**src/hdl/fca_pkg.sv**
```systemverilog
// ----------------------------------------------------------------------------
// fca_pkg
// Shared types, codes and defaults of the cluster chain allocator.
// ----------------------------------------------------------------------------
package fca_pkg;

    // default sizes and register reset
    localparam int DATA_BLOCKS_DEF = 2048;
    localparam int FILE_SLOTS_DEF  = 128;
    localparam int CFG_RESET       = 2048;

    // end of chain / empty marker
    localparam logic [15:0] EOC = 16'hFFFF;

    // operation codes
    localparam logic [2:0] OP_LOAD     = 3'd0;
    localparam logic [2:0] OP_SET_HEAD = 3'd1;
    localparam logic [2:0] OP_APPEND   = 3'd2;
    localparam logic [2:0] OP_FREE     = 3'd3;
    localparam logic [2:0] OP_LOCATE   = 3'd4;

    // status codes
    localparam logic [1:0] ST_OK       = 2'd0;
    localparam logic [1:0] ST_NO_SPACE = 2'd1;
    localparam logic [1:0] ST_SHORT    = 2'd2;

    // input item
    typedef struct packed {
        logic [2:0]  op;
        logic [6:0]  file_slot;
        logic [10:0] block_number;
        logic [10:0] entry_index;
        logic [15:0] entry_value;
    } t_in_item;

    // result item
    typedef struct packed {
        logic [15:0] block_index;
        logic [1:0]  status;
        logic [11:0] free_count;
    } t_out_item;

    // sequencer states
    typedef enum logic [4:0] {
        S_CLEAR,
        S_RC_RD,
        S_RC_EV,
        S_IDLE,
        S_SC_RD,
        S_SC_EV,
        S_HD_RD,
        S_HD_EV,
        S_AP_RD,
        S_AP_EV,
        S_MK,
        S_PUT_RD,
        S_PUT_EV,
        S_FR_RD,
        S_FR_EV,
        S_LC_CHK,
        S_LC_EV,
        S_DONE
    } t_state;

endpackage

```
**src/hdl/fca_ctrl.sv**
```systemverilog
// ----------------------------------------------------------------------------
// fca_ctrl
// Sequencer that walks the table and the chains one memory read at a time.
// ----------------------------------------------------------------------------
module fca_ctrl
    import fca_pkg::*;
#(
    parameter int DATA_BLOCKS = DATA_BLOCKS_DEF,
    parameter int FILE_SLOTS  = FILE_SLOTS_DEF,
    parameter int AW          = $clog2(DATA_BLOCKS),
    parameter int HW          = (FILE_SLOTS > 1) ? $clog2(FILE_SLOTS) : 1
) (
    input  logic          i_clk,
    input  logic          i_rst_n,
    input  logic          i_item_valid,
    input  t_in_item      i_item,
    output logic          o_item_ready,
    input  logic          i_cfg_valid,
    input  logic [11:0]   i_cfg_data,
    output logic          o_cfg_ready,
    output logic          o_res_valid,
    output t_out_item     o_res,
    input  logic          i_res_taken,
    output logic          o_fat_we,
    output logic [AW-1:0] o_fat_waddr,
    output logic [15:0]   o_fat_wdata,
    output logic [AW-1:0] o_fat_raddr,
    input  logic [15:0]   i_fat_rdata,
    output logic          o_head_we,
    output logic [HW-1:0] o_head_waddr,
    output logic [15:0]   o_head_wdata,
    output logic [HW-1:0] o_head_raddr,
    input  logic [15:0]   i_head_rdata
);

    localparam int NW    = $clog2(DATA_BLOCKS + 1);
    localparam int MAXD  = (DATA_BLOCKS > FILE_SLOTS) ? DATA_BLOCKS : FILE_SLOTS;
    localparam int CW    = $clog2(MAXD + 1);
    localparam int RST_N = (CFG_RESET > DATA_BLOCKS) ? DATA_BLOCKS : CFG_RESET;

    t_state        r_state, n_state;
    logic [2:0]    r_op, n_op;
    logic [HW-1:0] r_slot, n_slot;
    logic [10:0]   r_pos, n_pos;
    logic [10:0]   r_j, n_j;
    logic [NW-1:0] r_idx, n_idx;
    logic [NW-1:0] r_steps, n_steps;
    logic [NW-1:0] r_n, n_n;
    logic [NW-1:0] r_used, n_used;
    logic [15:0]   r_cur, n_cur;
    logic [AW-1:0] r_fr, n_fr;
    logic [15:0]   r_blk, n_blk;
    logic [1:0]    r_status, n_status;
    logic [AW-1:0] r_put_addr, n_put_addr;
    logic [15:0]   r_put_val, n_put_val;
    t_state        r_put_ret, n_put_ret;
    logic [CW-1:0] r_clr, n_clr;

    logic [31:0]   w_cfg32, w_slot32, w_eidx32, w_free32;
    logic [NW-1:0] w_cfg_n, w_free;
    logic          w_slot_ok, w_cur_ok, w_rd_ok;

    // input decode and clamp of the block count
    assign w_cfg32   = 32'(i_cfg_data);
    assign w_slot32  = 32'(i_item.file_slot);
    assign w_eidx32  = 32'(i_item.entry_index);
    assign w_slot_ok = (w_slot32 < FILE_SLOTS);
    assign w_cfg_n   = (w_cfg32 == 32'd0) ? NW'(1) :
                       (w_cfg32 > DATA_BLOCKS) ? NW'(DATA_BLOCKS) : w_cfg32[NW-1:0];
    assign w_cur_ok  = (32'(r_cur) < DATA_BLOCKS);
    assign w_rd_ok   = (32'(i_fat_rdata) < DATA_BLOCKS);
    assign w_free    = r_n - r_used;
    assign w_free32  = 32'(w_free);

    // state and payload registers
    always_ff @(posedge i_clk) begin
        if (!i_rst_n) begin
            r_state <= S_CLEAR;
            r_clr   <= '0;
            r_n     <= NW'(RST_N);
            r_used  <= '0;
        end else begin
            r_state <= n_state;
            r_clr   <= n_clr;
            r_n     <= n_n;
            r_used  <= n_used;
        end
    end

    always_ff @(posedge i_clk) begin
        r_op       <= n_op;
        r_slot     <= n_slot;
        r_pos      <= n_pos;
        r_j        <= n_j;
        r_idx      <= n_idx;
        r_steps    <= n_steps;
        r_cur      <= n_cur;
        r_fr       <= n_fr;
        r_blk      <= n_blk;
        r_status   <= n_status;
        r_put_addr <= n_put_addr;
        r_put_val  <= n_put_val;
        r_put_ret  <= n_put_ret;
    end

    // next state and memory controls
    always_comb begin
        n_state      = r_state;
        n_op         = r_op;
        n_slot       = r_slot;
        n_pos        = r_pos;
        n_j          = r_j;
        n_idx        = r_idx;
        n_steps      = r_steps;
        n_n          = r_n;
        n_used       = r_used;
        n_cur        = r_cur;
        n_fr         = r_fr;
        n_blk        = r_blk;
        n_status     = r_status;
        n_put_addr   = r_put_addr;
        n_put_val    = r_put_val;
        n_put_ret    = r_put_ret;
        n_clr        = r_clr;
        o_fat_we     = 1'b0;
        o_fat_waddr  = r_put_addr;
        o_fat_wdata  = r_put_val;
        o_fat_raddr  = r_cur[AW-1:0];
        o_head_we    = 1'b0;
        o_head_waddr = r_slot;
        o_head_wdata = EOC;
        o_head_raddr = r_slot;
        o_item_ready = 1'b0;
        o_cfg_ready  = 1'b0;
        o_res_valid  = 1'b0;

        case (r_state)
            // sweep both tables to their reset contents
            S_CLEAR: begin
                o_cfg_ready = 1'b1;
                if (32'(r_clr) < DATA_BLOCKS) begin
                    o_fat_we    = 1'b1;
                    o_fat_waddr = r_clr[AW-1:0];
                    o_fat_wdata = (r_clr == '0) ? EOC : 16'h0000;
                end
                if (32'(r_clr) < FILE_SLOTS) begin
                    o_head_we    = 1'b1;
                    o_head_waddr = r_clr[HW-1:0];
                    o_head_wdata = EOC;
                end
                if (r_clr == CW'(MAXD - 1)) begin
                    n_state = S_RC_RD;
                    n_idx   = '0;
                    n_used  = '0;
                end else begin
                    n_clr = r_clr + CW'(1);
                end
                if (i_cfg_valid) begin
                    n_n = w_cfg_n;
                end
            end

            // recount used entries below the block count
            S_RC_RD: begin
                o_cfg_ready = 1'b1;
                o_fat_raddr = r_idx[AW-1:0];
                if (r_idx >= r_n) begin
                    n_state = S_IDLE;
                end else begin
                    n_state = S_RC_EV;
                end
                if (i_cfg_valid) begin
                    n_n     = w_cfg_n;
                    n_idx   = '0;
                    n_used  = '0;
                    n_state = S_RC_RD;
                end
            end

            S_RC_EV: begin
                o_cfg_ready = 1'b1;
                if (i_fat_rdata != 16'h0000) begin
                    n_used = r_used + NW'(1);
                end
                n_idx   = r_idx + NW'(1);
                n_state = S_RC_RD;
                if (i_cfg_valid) begin
                    n_n    = w_cfg_n;
                    n_idx  = '0;
                    n_used = '0;
                end
            end

            // take an item and dispatch on its operation, a register write wins
            S_IDLE: begin
                o_item_ready = ~i_cfg_valid;
                o_cfg_ready  = 1'b1;
                if (i_item_valid && !i_cfg_valid) begin
                    n_op       = i_item.op;
                    n_slot     = w_slot32[HW-1:0];
                    n_pos      = i_item.block_number;
                    n_j        = '0;
                    n_blk      = EOC;
                    n_status   = ST_OK;
                    n_put_addr = w_eidx32[AW-1:0];
                    n_put_val  = i_item.entry_value;
                    n_put_ret  = S_DONE;
                    n_state    = S_DONE;
                    case (i_item.op)
                        OP_LOAD: begin
                            if (w_eidx32 < DATA_BLOCKS) begin
                                n_state = S_PUT_RD;
                            end
                        end
                        OP_SET_HEAD: begin
                            if (w_slot_ok) begin
                                o_head_we    = 1'b1;
                                o_head_waddr = w_slot32[HW-1:0];
                                o_head_wdata = i_item.entry_value;
                            end
                        end
                        OP_APPEND: begin
                            if (w_slot_ok) begin
                                n_idx   = '0;
                                n_state = S_SC_RD;
                            end
                        end
                        OP_FREE, OP_LOCATE: begin
                            if (w_slot_ok) begin
                                n_state = S_HD_RD;
                            end
                        end
                        default: begin
                            n_state = S_DONE;
                        end
                    endcase
                end
                if (i_cfg_valid) begin
                    n_n     = w_cfg_n;
                    n_idx   = '0;
                    n_used  = '0;
                    n_state = S_RC_RD;
                end
            end

            // search for the lowest free block
            S_SC_RD: begin
                o_fat_raddr = r_idx[AW-1:0];
                if (r_idx >= r_n) begin
                    n_status = ST_NO_SPACE;
                    n_state  = S_DONE;
                end else begin
                    n_state = S_SC_EV;
                end
            end

            S_SC_EV: begin
                if (i_fat_rdata == 16'h0000) begin
                    n_fr    = r_idx[AW-1:0];
                    n_blk   = 16'(r_idx);
                    n_state = S_HD_RD;
                end else begin
                    n_idx   = r_idx + NW'(1);
                    n_state = S_SC_RD;
                end
            end

            // fetch the chain head
            S_HD_RD: begin
                n_state = S_HD_EV;
            end

            S_HD_EV: begin
                n_cur   = i_head_rdata;
                n_steps = '0;
                case (r_op)
                    OP_APPEND: begin
                        if (32'(i_head_rdata) < DATA_BLOCKS) begin
                            n_state = S_AP_RD;
                        end else begin
                            o_head_we    = 1'b1;
                            o_head_wdata = 16'(r_fr);
                            n_state      = S_MK;
                        end
                    end
                    OP_FREE: begin
                        n_state = S_FR_RD;
                    end
                    default: begin
                        n_state = S_LC_CHK;
                    end
                endcase
            end

            // walk to the tail of the chain
            S_AP_RD: begin
                if (32'(r_steps) < DATA_BLOCKS) begin
                    n_state = S_AP_EV;
                end else begin
                    n_put_addr = r_cur[AW-1:0];
                    n_put_val  = 16'(r_fr);
                    n_put_ret  = S_MK;
                    n_state    = S_PUT_RD;
                end
            end

            S_AP_EV: begin
                if (w_rd_ok) begin
                    n_cur   = i_fat_rdata;
                    n_steps = r_steps + NW'(1);
                    n_state = S_AP_RD;
                end else begin
                    n_put_addr = r_cur[AW-1:0];
                    n_put_val  = 16'(r_fr);
                    n_put_ret  = S_MK;
                    n_state    = S_PUT_RD;
                end
            end

            // mark the new block as chain end
            S_MK: begin
                n_put_addr = r_fr;
                n_put_val  = EOC;
                n_put_ret  = S_DONE;
                n_state    = S_PUT_RD;
            end

            // read-modify-write of one entry with used count upkeep
            S_PUT_RD: begin
                o_fat_raddr = r_put_addr;
                n_state     = S_PUT_EV;
            end

            S_PUT_EV: begin
                o_fat_we = 1'b1;
                if (32'(r_put_addr) < 32'(r_n)) begin
                    if (i_fat_rdata == 16'h0000 && r_put_val != 16'h0000) begin
                        n_used = r_used + NW'(1);
                    end else if (i_fat_rdata != 16'h0000 && r_put_val == 16'h0000 &&
                                 r_used != '0) begin
                        n_used = r_used - NW'(1);
                    end
                end
                n_state = r_put_ret;
            end

            // clear a chain link by link
            S_FR_RD: begin
                if (w_cur_ok && (32'(r_steps) < DATA_BLOCKS)) begin
                    n_state = S_FR_EV;
                end else begin
                    o_head_we = 1'b1;
                    n_state   = S_DONE;
                end
            end

            S_FR_EV: begin
                o_fat_we    = 1'b1;
                o_fat_waddr = r_cur[AW-1:0];
                o_fat_wdata = 16'h0000;
                if ((32'(r_cur) < 32'(r_n)) && i_fat_rdata != 16'h0000 && r_used != '0) begin
                    n_used = r_used - NW'(1);
                end
                n_cur   = i_fat_rdata;
                n_steps = r_steps + NW'(1);
                n_state = S_FR_RD;
            end

            // follow the chain to the requested position
            S_LC_CHK: begin
                if (!w_cur_ok) begin
                    n_status = ST_SHORT;
                    n_state  = S_DONE;
                end else if (r_j == r_pos) begin
                    n_blk   = r_cur;
                    n_state = S_DONE;
                end else begin
                    n_state = S_LC_EV;
                end
            end

            S_LC_EV: begin
                n_cur   = i_fat_rdata;
                n_j     = r_j + 11'd1;
                n_state = S_LC_CHK;
            end

            // hand the result to the output register
            S_DONE: begin
                o_res_valid = 1'b1;
                if (i_res_taken) begin
                    n_state = S_IDLE;
                end
            end

            default: begin
                n_state = S_IDLE;
            end
        endcase
    end

    assign o_res.block_index = r_blk;
    assign o_res.status      = r_status;
    assign o_res.free_count  = w_free32[11:0];

    // used count stays within the block count between items
    a_used_bound: assert property (@(posedge i_clk) disable iff (!i_rst_n)
        (r_state == S_IDLE) |-> (r_used <= r_n))
        else $error("used count above block count");

    // freeing a link never raises the used count
    a_free_down: assert property (@(posedge i_clk) disable iff (!i_rst_n)
        (r_state == S_FR_EV) |=> (r_used <= $past(r_used)))
        else $error("free step raised used count");

    // a failed append reports no block
    a_nospace_blk: assert property (@(posedge i_clk) disable iff (!i_rst_n)
        (r_state == S_DONE && r_status == ST_NO_SPACE) |-> (r_blk == EOC))
        else $error("no-space result carries a block");

    // table writes stay inside the table
    a_fat_wr_range: assert property (@(posedge i_clk) disable iff (!i_rst_n)
        o_fat_we |-> (32'(o_fat_waddr) < DATA_BLOCKS))
        else $error("table write out of range");

endmodule

```
**config.mk**
```make
export PLATFORM = sky130hd
export DESIGN_NAME = fca_ctrl
export DESIGN_NICKNAME = d
export VERILOG_FILES = /design/src/hdl/fca_pkg.sv /design/src/hdl/fca_ctrl.sv
export SDC_FILE = /design/constraint.sdc
export NUM_CORES = 1
export LEC_CHECK = 0
export BUFFER_PORTS_ARGS = -buffer_cell sky130_fd_sc_hd__buf_2
export CAP_MARGIN = 10
export CORE_MARGIN = 1.5
export CORE_UTILIZATION = 45
export CTS_BUF_LIST = sky130_fd_sc_hd__clkbuf_8
export DETAILED_ROUTE_END_ITERATION = 16
export PLACE_DENSITY = 0.73
export SETUP_SLACK_MARGIN = 0.2
export SLEW_MARGIN = 20
export SYNTH_ARGS = -nofsm -noshare
export SYNTH_HDL_FRONTEND = slang
export SYNTH_SLANG_ARGS = --single-unit
```
**constraint.sdc**
```tcl
create_clock -name i_clk -period 3.4 [get_ports i_clk]
set_clock_uncertainty 0.1 [all_clocks]
set_input_delay 0.68 -clock i_clk [delete_from_list [all_inputs] [get_ports i_clk]]
set_output_delay 0.68 -clock i_clk [all_outputs]
set_load 0.05 [all_outputs]
```
# Word level (Yosys, flattened, before mapping)
# Index checks and enable logic that the tools add are counted.
[classes]
n_addsub = 7
n_bitwise = 2
n_lt_le_gt_ge = 12
n_eq_ne = 46
n_mux = 95
reduce_logical = 44
[op_table]
columns = ["op", "n"]
rows = [
  ["16-bit two-way mux", 15],
  ["12-bit two-way mux", 17],
  ["12-bit one-hot mux with 5 select lines", 2],
  ["16-bit one-hot mux with 3 select lines", 2],
  ["5-bit one-hot mux with 18 select lines", 1],
  ["11-bit one-hot mux with 2 select lines", 3],
  ["5-bit two-way mux", 13],
  ["16-bit one-hot mux with 2 select lines", 2],
  ["16-bit one-hot mux with 4 select lines", 1],
  ["11-bit two-way mux", 5],
  ["12-bit by 1-bit adder with 12-bit output, second input constant", 4],
  ["16-bit by 12-bit < comparator with 1-bit output, second input constant", 3],
  ["11-bit one-hot mux with 4 select lines", 1],
  ["5-bit by 4-bit == test with 1-bit output, second input constant", 8],
  ["12-bit one-hot mux with 3 select lines", 1],
  ["16-bit zero test", 2],
  ["32-bit zero test", 1],
  ["16-bit nonzero test", 2],
  ["2-bit inequality test, second input constant", 15],
  ["7-bit two-way mux", 4],
  ["12-bit < comparator, second input constant", 2],
  ["5-bit by 3-bit == test with 1-bit output, second input constant", 4],
  ["5-bit one-hot mux with 4 select lines", 1],
  ["16-bit by 12-bit < comparator with 1-bit output", 1],
  ["46 further kinds", 96],
]
[totals]
ff_bits = 174
output_inout_bits = 103

# Logic depth before layout (Yosys ltp)
# Gate-level depths: netlist of the first run.
[logic_depth]
depth_word = 7
depth_mapped = 11

# Least setup slack after synthesis of the first run
# OpenSTA, ideal clock, no wires.
[synth_path]
path_kind = "input -> output"
from = "input port i_cfg_valid"
to = "output port o_head_we"
path_slack_ps = -482
arrival_time_ps = 3102
stages = 10
required_ps = 2620
path_cell_list = "clkbuf_1 -> nor2b_1 -> nand3_1 -> inv_1 -> nand2_1 -> inv_2 -> and3_1 -> clkbuf_1 -> nor2_1 -> o211ai_1"
[synth_via]
elab_chain_cells = 4
[synth_lines]
columns = ["element", "line", "rtl"]
rows = [
  ["start: declaration", "fca_ctrl.sv:18", "input logic i_cfg_valid,"],
  ["1-bit zero test", "fca_ctrl.sv:198", "if (i_item_valid && !i_cfg_valid) begin"],
  ["1-bit logical AND", "fca_ctrl.sv:198", ""],
  ["1-bit two-way mux", "fca_ctrl.sv:198", ""],
  ["1-bit one-hot mux with 4 select lines", "fca_ctrl.sv:137", "case (r_state)"],
  ["end: declaration", "fca_ctrl.sv:29", "output logic o_head_we,"],
]
# No other way between the ends.

==> flow_summary.yaml, run 1 <==
status:
  status: "complete, but fails checks"
  failed_checks: "negative setup slack"
final_layout:
  finalNonFillerCells: 1693
  fin_nets: 1508
  layout_common_cells: "152 x buf_2, 130 x edfxtp_1, 116 x nor2_1, 80 x buf_4, 71 x nand2_1"
  drive_gt1_frac: 0.314
  final_common_cell: "buf_2"
  area_delta_synth_final_pct: 26.6
sta:
  slew_headroom: 0.464
  max_freq_mhz: 286
  fin_crit_sh: 1.03
  setup_violations: 1
  rsz0062_at_grt: "true"
  period_minus_slack_ps: 3500
  tightestPinTransition_ps: 783
  timing.final.ws_setup_ps: -98.4
  slew_viol_final: 0
  final_hold_viol_count: 0
cts:
  cts_root_buf: "clkbuf_8"
  cts_buffers: 17
  clock_path_buffers: 2
  cts_tree: "built"
  clkSinkCount: 171
  path_clk_slew_ps: 110
  insertion_delay_ps: 490
  ctsHtreeMaxLevel: 4
placed_design:
  dp.cells: 1635
  place.gp.congestion: 1.01
  portBuffers: 199
  hpwl_mm: 26.7
worst_setup_path:
  cpLargestDelayFamily: "compound AO/OA/AOI/OAI gates"
  critPathKind: "flip-flop to output port"
  crit_fanout: 2
  cp.arrival_ps: 2720
  critical-path-max-stage-delay_ps: 350
  start_kind: "flip-flop"
  regToRegStartpoint: "r_put_val[3]"
  end_kind: "output port"
  critical_path.startpoint: "r_n[0]"
  required_ps: 2620
  crit_chain: "inv_2 > ha_4 > fa_2 > nor2b_1 > o21ai_1 > a21boi_1 > o21ai_2 > a21oi_2 > mux2i_2 > o2111ai_4 > buf_6"
  slowest_stage: "dfxtp_2"
  critPathBufInv: 2
global_routing:
  track_usage: 0.285
  grt_max_degree: 45
  grt_pass1_wl_mm: 53.5
  antenna_found_initial: 4
  grt_overflow: 0
  grt_pass1_vias: 9702
yosys:
  synth_edf_count: 130
  synth_top_area_share: 0.363
  synth_warnings: 0
  ys_ff_latch: 171
  synth_seq_area_share: 0.439
  yosysUniqueCellTypes: 77
  ys.flop_type: "edfxtp_1"
  syn-cell-area_sq_mm: 0.0108
  async_flop_share: 0
  synth_top_cell_by_area: "edfxtp_1"
  synthesis.nets: 1269
  synthCells: 1119
  syn_area_per_cell_sq_um: 9.62
  synthTopCellsByArea: "edfxtp_1 36%, dfxtp_1 7.6%, ha_1 6.0%"
detailed_routing:
  drc: 0
  wl_per_cell_um: 21.0
  via_per_inst: 6.05
  ant_nets: 0
  drt_pass1_iterations: 7
  drt_iter0_markers: 1190
  routed_wl_mm: 35.6
  via_count: 10200
power:
  p_leak_uw: 0.00510
  finalPower_uw: 4460
  ir_drop_v: 0.000222
  p_per_area_mw_per_mm2: 327
die:
  start_util: 0.458
  die-area_sq_mm: 0.0248
  die_y_um: 158
  pin_count: 200
  num_rows: 56
  core_region_area_sq_mm: 0.0235
  die_w_um: 158
worst_hold_path:
  hp-start: "i_item[34]"
  hp-class: "input pin to flip-flop"
run:
  maxCapViolCount: 0
==> through the flow <==
stage	utilization	hold slack [ps]	TNS (ps)	setup slack, ps	area [sq um]
after floorplan	-	371	0	47.3	10900
after global placement	0.532	414	0	159	12500
after detailed placement	0.532	421	0	87.7	12500
after CTS	0.571	252	-122	-98.5	13400
after global routing	0.580	241	-533	-247	13600
final	0.581	275	-98.4	-98.4	13600
==> path summary, 6_finish.rpt <==
| kind | endpoint | slack (ps) | cells after the start |
|---|---|---|---|
| worst min-delay path | r_pos[7] | 270 | 1 |
| worst min register to register | r_used[1] | 430 | 2 |
| worst max-delay path | o_res[10] | -100 | 11 |
| worst max register to register | r_used[3] | 240 | 7 |
==> what timing repair did <==
item	CTS	global route
setup endpoints to repair	69	64
gates resized for setup	136	56
cloned	3	2
pin swaps	13	14
hold endpoints to repair	0	0
hold buffers	0	0
setup buffers	11	7
==> logic make-up (layout without fill, tap and decap cells) <==
logic type               after synthesis  after routing  share of synthesized area
flip-flops                           171            171                      0.439
AO/OA/AOI/OAI                        295            295                      0.194
other                                  0              3                          0
AND/OR/NAND/NOR                      408            408                      0.189
adder cells (fa/ha/maj)               54             54                     0.0633
multiplexers                          25             25                     0.0253
buffers and inverters                107            359                     0.0409
XOR/XNOR                              59             59                     0.0480
==> area by class of cell <==
type                            instances  area (sq um)
Tap cell                              319           399
Multi-Input combinational cell        841          5920
Antenna cell                            3          7.51
Inverter                               49           195
Clock inverter                         15           184
Clock buffer                           17           234
Fill cell                            2092          9850
Timing Repair Buffer                  278          1930
Sequential cell                       171          4750
==> metal layers <==
metal  wire length (um)  GRT usage  share of wire  vias to the layer above
met5                 10          0        0.00028                        -
met4               1340      0.118          0.038                        2
met3               3390     0.0654          0.095                      103
met2              16400      0.449           0.46                      608
met1              14500      0.377           0.41                     4872
li1                   -          -              -                     4660
==> report_power, final <==
group          internal, uW  switching [uW]  leakage [uW]
Sequential             2230            15.9       0.00141
Combinational           281             430       0.00348
Clock                   570             928      0.000209
==> registers in the layout, indices dropped and copies added (netlist names), 12 cells and up <==
name       count
r_cur         16
r_steps       12
r_idx         12
r_blk         16
r_n           12
r_used        12
r_clr         12
r_put_val     16
==> cells in the mapped netlist, drive strengths merged (3+ instances only) <==
library cell  instances
a2111oi               5
a211o                 4
a211oi               12
a21o                 17
a21oi                53
a221oi                3
a22o                 11
a22oi                55
a31oi                 6
a41oi                 3
and2                  4
and3                 19
and4                  4
buf                  17
clkbuf               41
dfxtp                41
edfxtp              130
ha                   52
inv                  48
mux2                 18
mux2i                 7
nand2                97
nand2b               12
nand3                39
nand4                16
nor2                127
nor2b                14
nor3                 21
nor3b                15
nor4                 17
o2111ai               3
o211ai                9
o21a                 22
o21ai                39
o221a                 4
o221ai                3
o22a                 23
o22ai                 6
o31ai                 4
or2                   6
or3                   8
or4                   5
xnor2                35
xor2                 24
(Power assumes the default switching activity.)
==> run 2, diff against run 1 <==
PLACE_DENSITY = unset   (was 0.73)
PLACE_DENSITY_LB_ADDON = 0.12   (was unset)
SETUP_SLACK_MARGIN = unset   (was 0.2)
==> run 2 against run 1 <==
  * The run now ends clean
  * Highest routed layer is now met4
  * Critical path type unchanged
  * Critical endpoint unchanged
  * Total power grew 2.4%
  * Hold slack lost 5.4 ps
  * Utilization shrank 2.2 points
  * Final cell count shrank 0.89%
  * Worst setup slack gained 130 ps
==> flow_summary.yaml, run 2 (synthesized netlist as in run 1, its figures left out) <==
cts:
  cts_root_buf: "clkbuf_8"
  cts_tree: "built"
  insertion_delay_ps: 490
  clock_path_buffers: 2
  cts_hold_buffers: 0
  ctsHtreeMaxLevel: 4
  path_clk_slew_ps: 110
  clkSinkCount: 171
  cts_buffers: 17
worst_setup_path:
  cp.arrival_ps: 2590
  critical_path.startpoint: "r_n[0]"
  critical-path-max-stage-delay_ps: 340
  crit_fanout: 2
  slowest_stage: "dfxtp_2"
  r2r_end: "r_used[3]"
  critPathCapture: "o_res[10]"
  start_kind: "flip-flop"
  crit_chain: "inv_2 > ha_4 > fa_2 > nor2b_1 > o21ai_1 > a21boi_1 > o21ai_2 > a21oi_2 > mux2i_1 > o2111ai_1 > buf_4"
  regToRegStartpoint: "r_put_val[5]"
  critPathKind: "flip-flop to output port"
  end_kind: "output port"
  r2r_slack_ps: 400
  required_ps: 2620
  rr_worst_depth: 7
die:
  die_y_um: 158
  core_region_area_sq_mm: 0.0235
  die-area_sq_mm: 0.0248
  start_util: 0.458
  pin_count: 200
  num_rows: 56
  die_w_um: 158
sta:
  max_freq_mhz: 297
  period_minus_slack_ps: 3370
  slew_headroom: 0.290
  tightestPinTransition_ps: 1040
  fin_crit_sh: 0.991
  setup_violations: 0
  final_hold_viol_count: 0
  rsz0062_at_grt: "true"
  hold_ws_ps: 269
  slew_viol_final: 0
final_layout:
  fillerInstances: 2137
  regArea_sq_mm: 0.00474
  area_delta_synth_final_pct: 21.9
  multi_input_area_sq_mm: 0.00571
  fin_nets: 1495
  drive_gt1_frac: 0.280
  layout_common_cells: "186 x buf_2, 130 x edfxtp_1, 120 x nor2_1, 89 x nand2_1, 66 x buf_4"
  final_common_cell: "buf_2"
  finalNonFillerCells: 1678
  reg_top3: "r_blk: 16 flops, r_cur: 16 flops, r_put_val: 16 flops"
detailed_routing:
  drc: 0
  drt_iter0_markers: 967
  via_count: 9994
  via_per_inst: 5.96
  wl_per_cell_um: 21.3
  drt_pass1_iterations: 6
  ant_nets: 0
  routed_wl_mm: 35.8
global_routing:
  grt_max_degree: 46
  grt_pass1_vias: 9106
  antenna_found_initial: 1
  track_usage: 0.287
  grt_pass1_wl_mm: 53.0
  grt_overflow: 0
placed_design:
  hpwl_mm: 26.5
  dp.cells: 1639
  place.gp.congestion: 0.932
  portBuffers: 199
power:
  swShare: 0.293
  p_leak_uw: 0.00494
  ir_drop_v: 0.000240
  switchingPower_uw: 1340
  p_seq_frac: 0.492
  p_per_area_mw_per_mm2: 348
  combPwrFrac: 0.132
  clkPwrFrac: 0.376
  intPower_uw: 3230
worst_hold_path:
  min_path_cells: 1
  hp-class: "input pin to flip-flop"
status:
  status: "complete, no violations"
run:
  maxCapViolCount: 0
[run 2: changes by cell type in the layout (fill, tap and decap cells not counted), moves of 11 or more]
cell	change
buf_2	+34
buf_4	-14
buf_6	-32
nand2_1	+18
nand2_4	-11
[run 2: layout make-up]
type,count,share of cell area
flip-flops and latches,171,0.362
inverters,49,0.0145
clock buffers,17,0.0178
well taps,319,0.0304
clock inverters,15,0.0183
diodes,1,0.000191
multi-input cells,841,0.436
repair buffers,265,0.121
[run 2: routing by layer]
metal | track usage | up-vias | share of wire
met4 | 0.0867 | 0 | 0.030
met1 | 0.401 | 4788 | 0.42
met3 | 0.0646 | 67 | 0.10
li1 | - | 4638 | -
met2 | 0.443 | 501 | 0.45
met5 | 0 | - | 0
[run 2: metrics by stage]
step / utilization / setup TNS, ps / instance area, sq um / worst slack [ps] / total power (uW)
floorplan: - / -106 / 10800 / -106 / 2680
global placement: 0.530 / 0 / 12400 / 98.9 / 2860
detailed placement: 0.530 / 0 / 12400 / 92.4 / 2860
CTS: 0.553 / -44.4 / 13000 / -32.6 / 4570
global route: 0.559 / -452 / 13100 / -163 / 4710
finish: 0.559 / 0 / 13100 / 31.6 / 4560
[run 2: what timing repair did]
action,in CTS,in global routing
endpoints found under the hold margin,0,0
setup buffers,3,1
gates cloned,0,2
endpoints found under the setup margin,39,62
resized for setup,21,34
pin swaps,4,10
[run 2: worst min-delay path by stage]
stage                       to  slack (ps)        from
floorplan           r_used[11]         370  r_used[11]
global placement    r_used[11]         400  r_used[11]
detailed placement  r_used[11]         410  r_used[11]
CTS                   r_pos[0]         250  i_item[27]
global route          r_pos[7]         240  i_item[34]
finish                r_pos[3]         270  i_item[30]
[run 2: power by group through the flow]
stage                     clock network (uW)  registers [uW]  logic (uW)
after floorplan                            0            2290         393
after global routing                    1820            2250         642
final                                   1710            2250         602
after detailed placement                   0            2300         567
after CTS                               1740            2250         581
after global placement                     0            2300         563
[run 2: critical path, delay by kind of cell, from the launching register on]
family / cells / cell delay (ps)
AND/OR/NAND/NOR: 1 / 120
adder cells (fa/ha/maj): 2 / 490
multiplexers: 1 / 210
AO/OA/AOI/OAI: 5 / 710
flip-flops: 1 / 340
buffers and inverters: 2 / 250
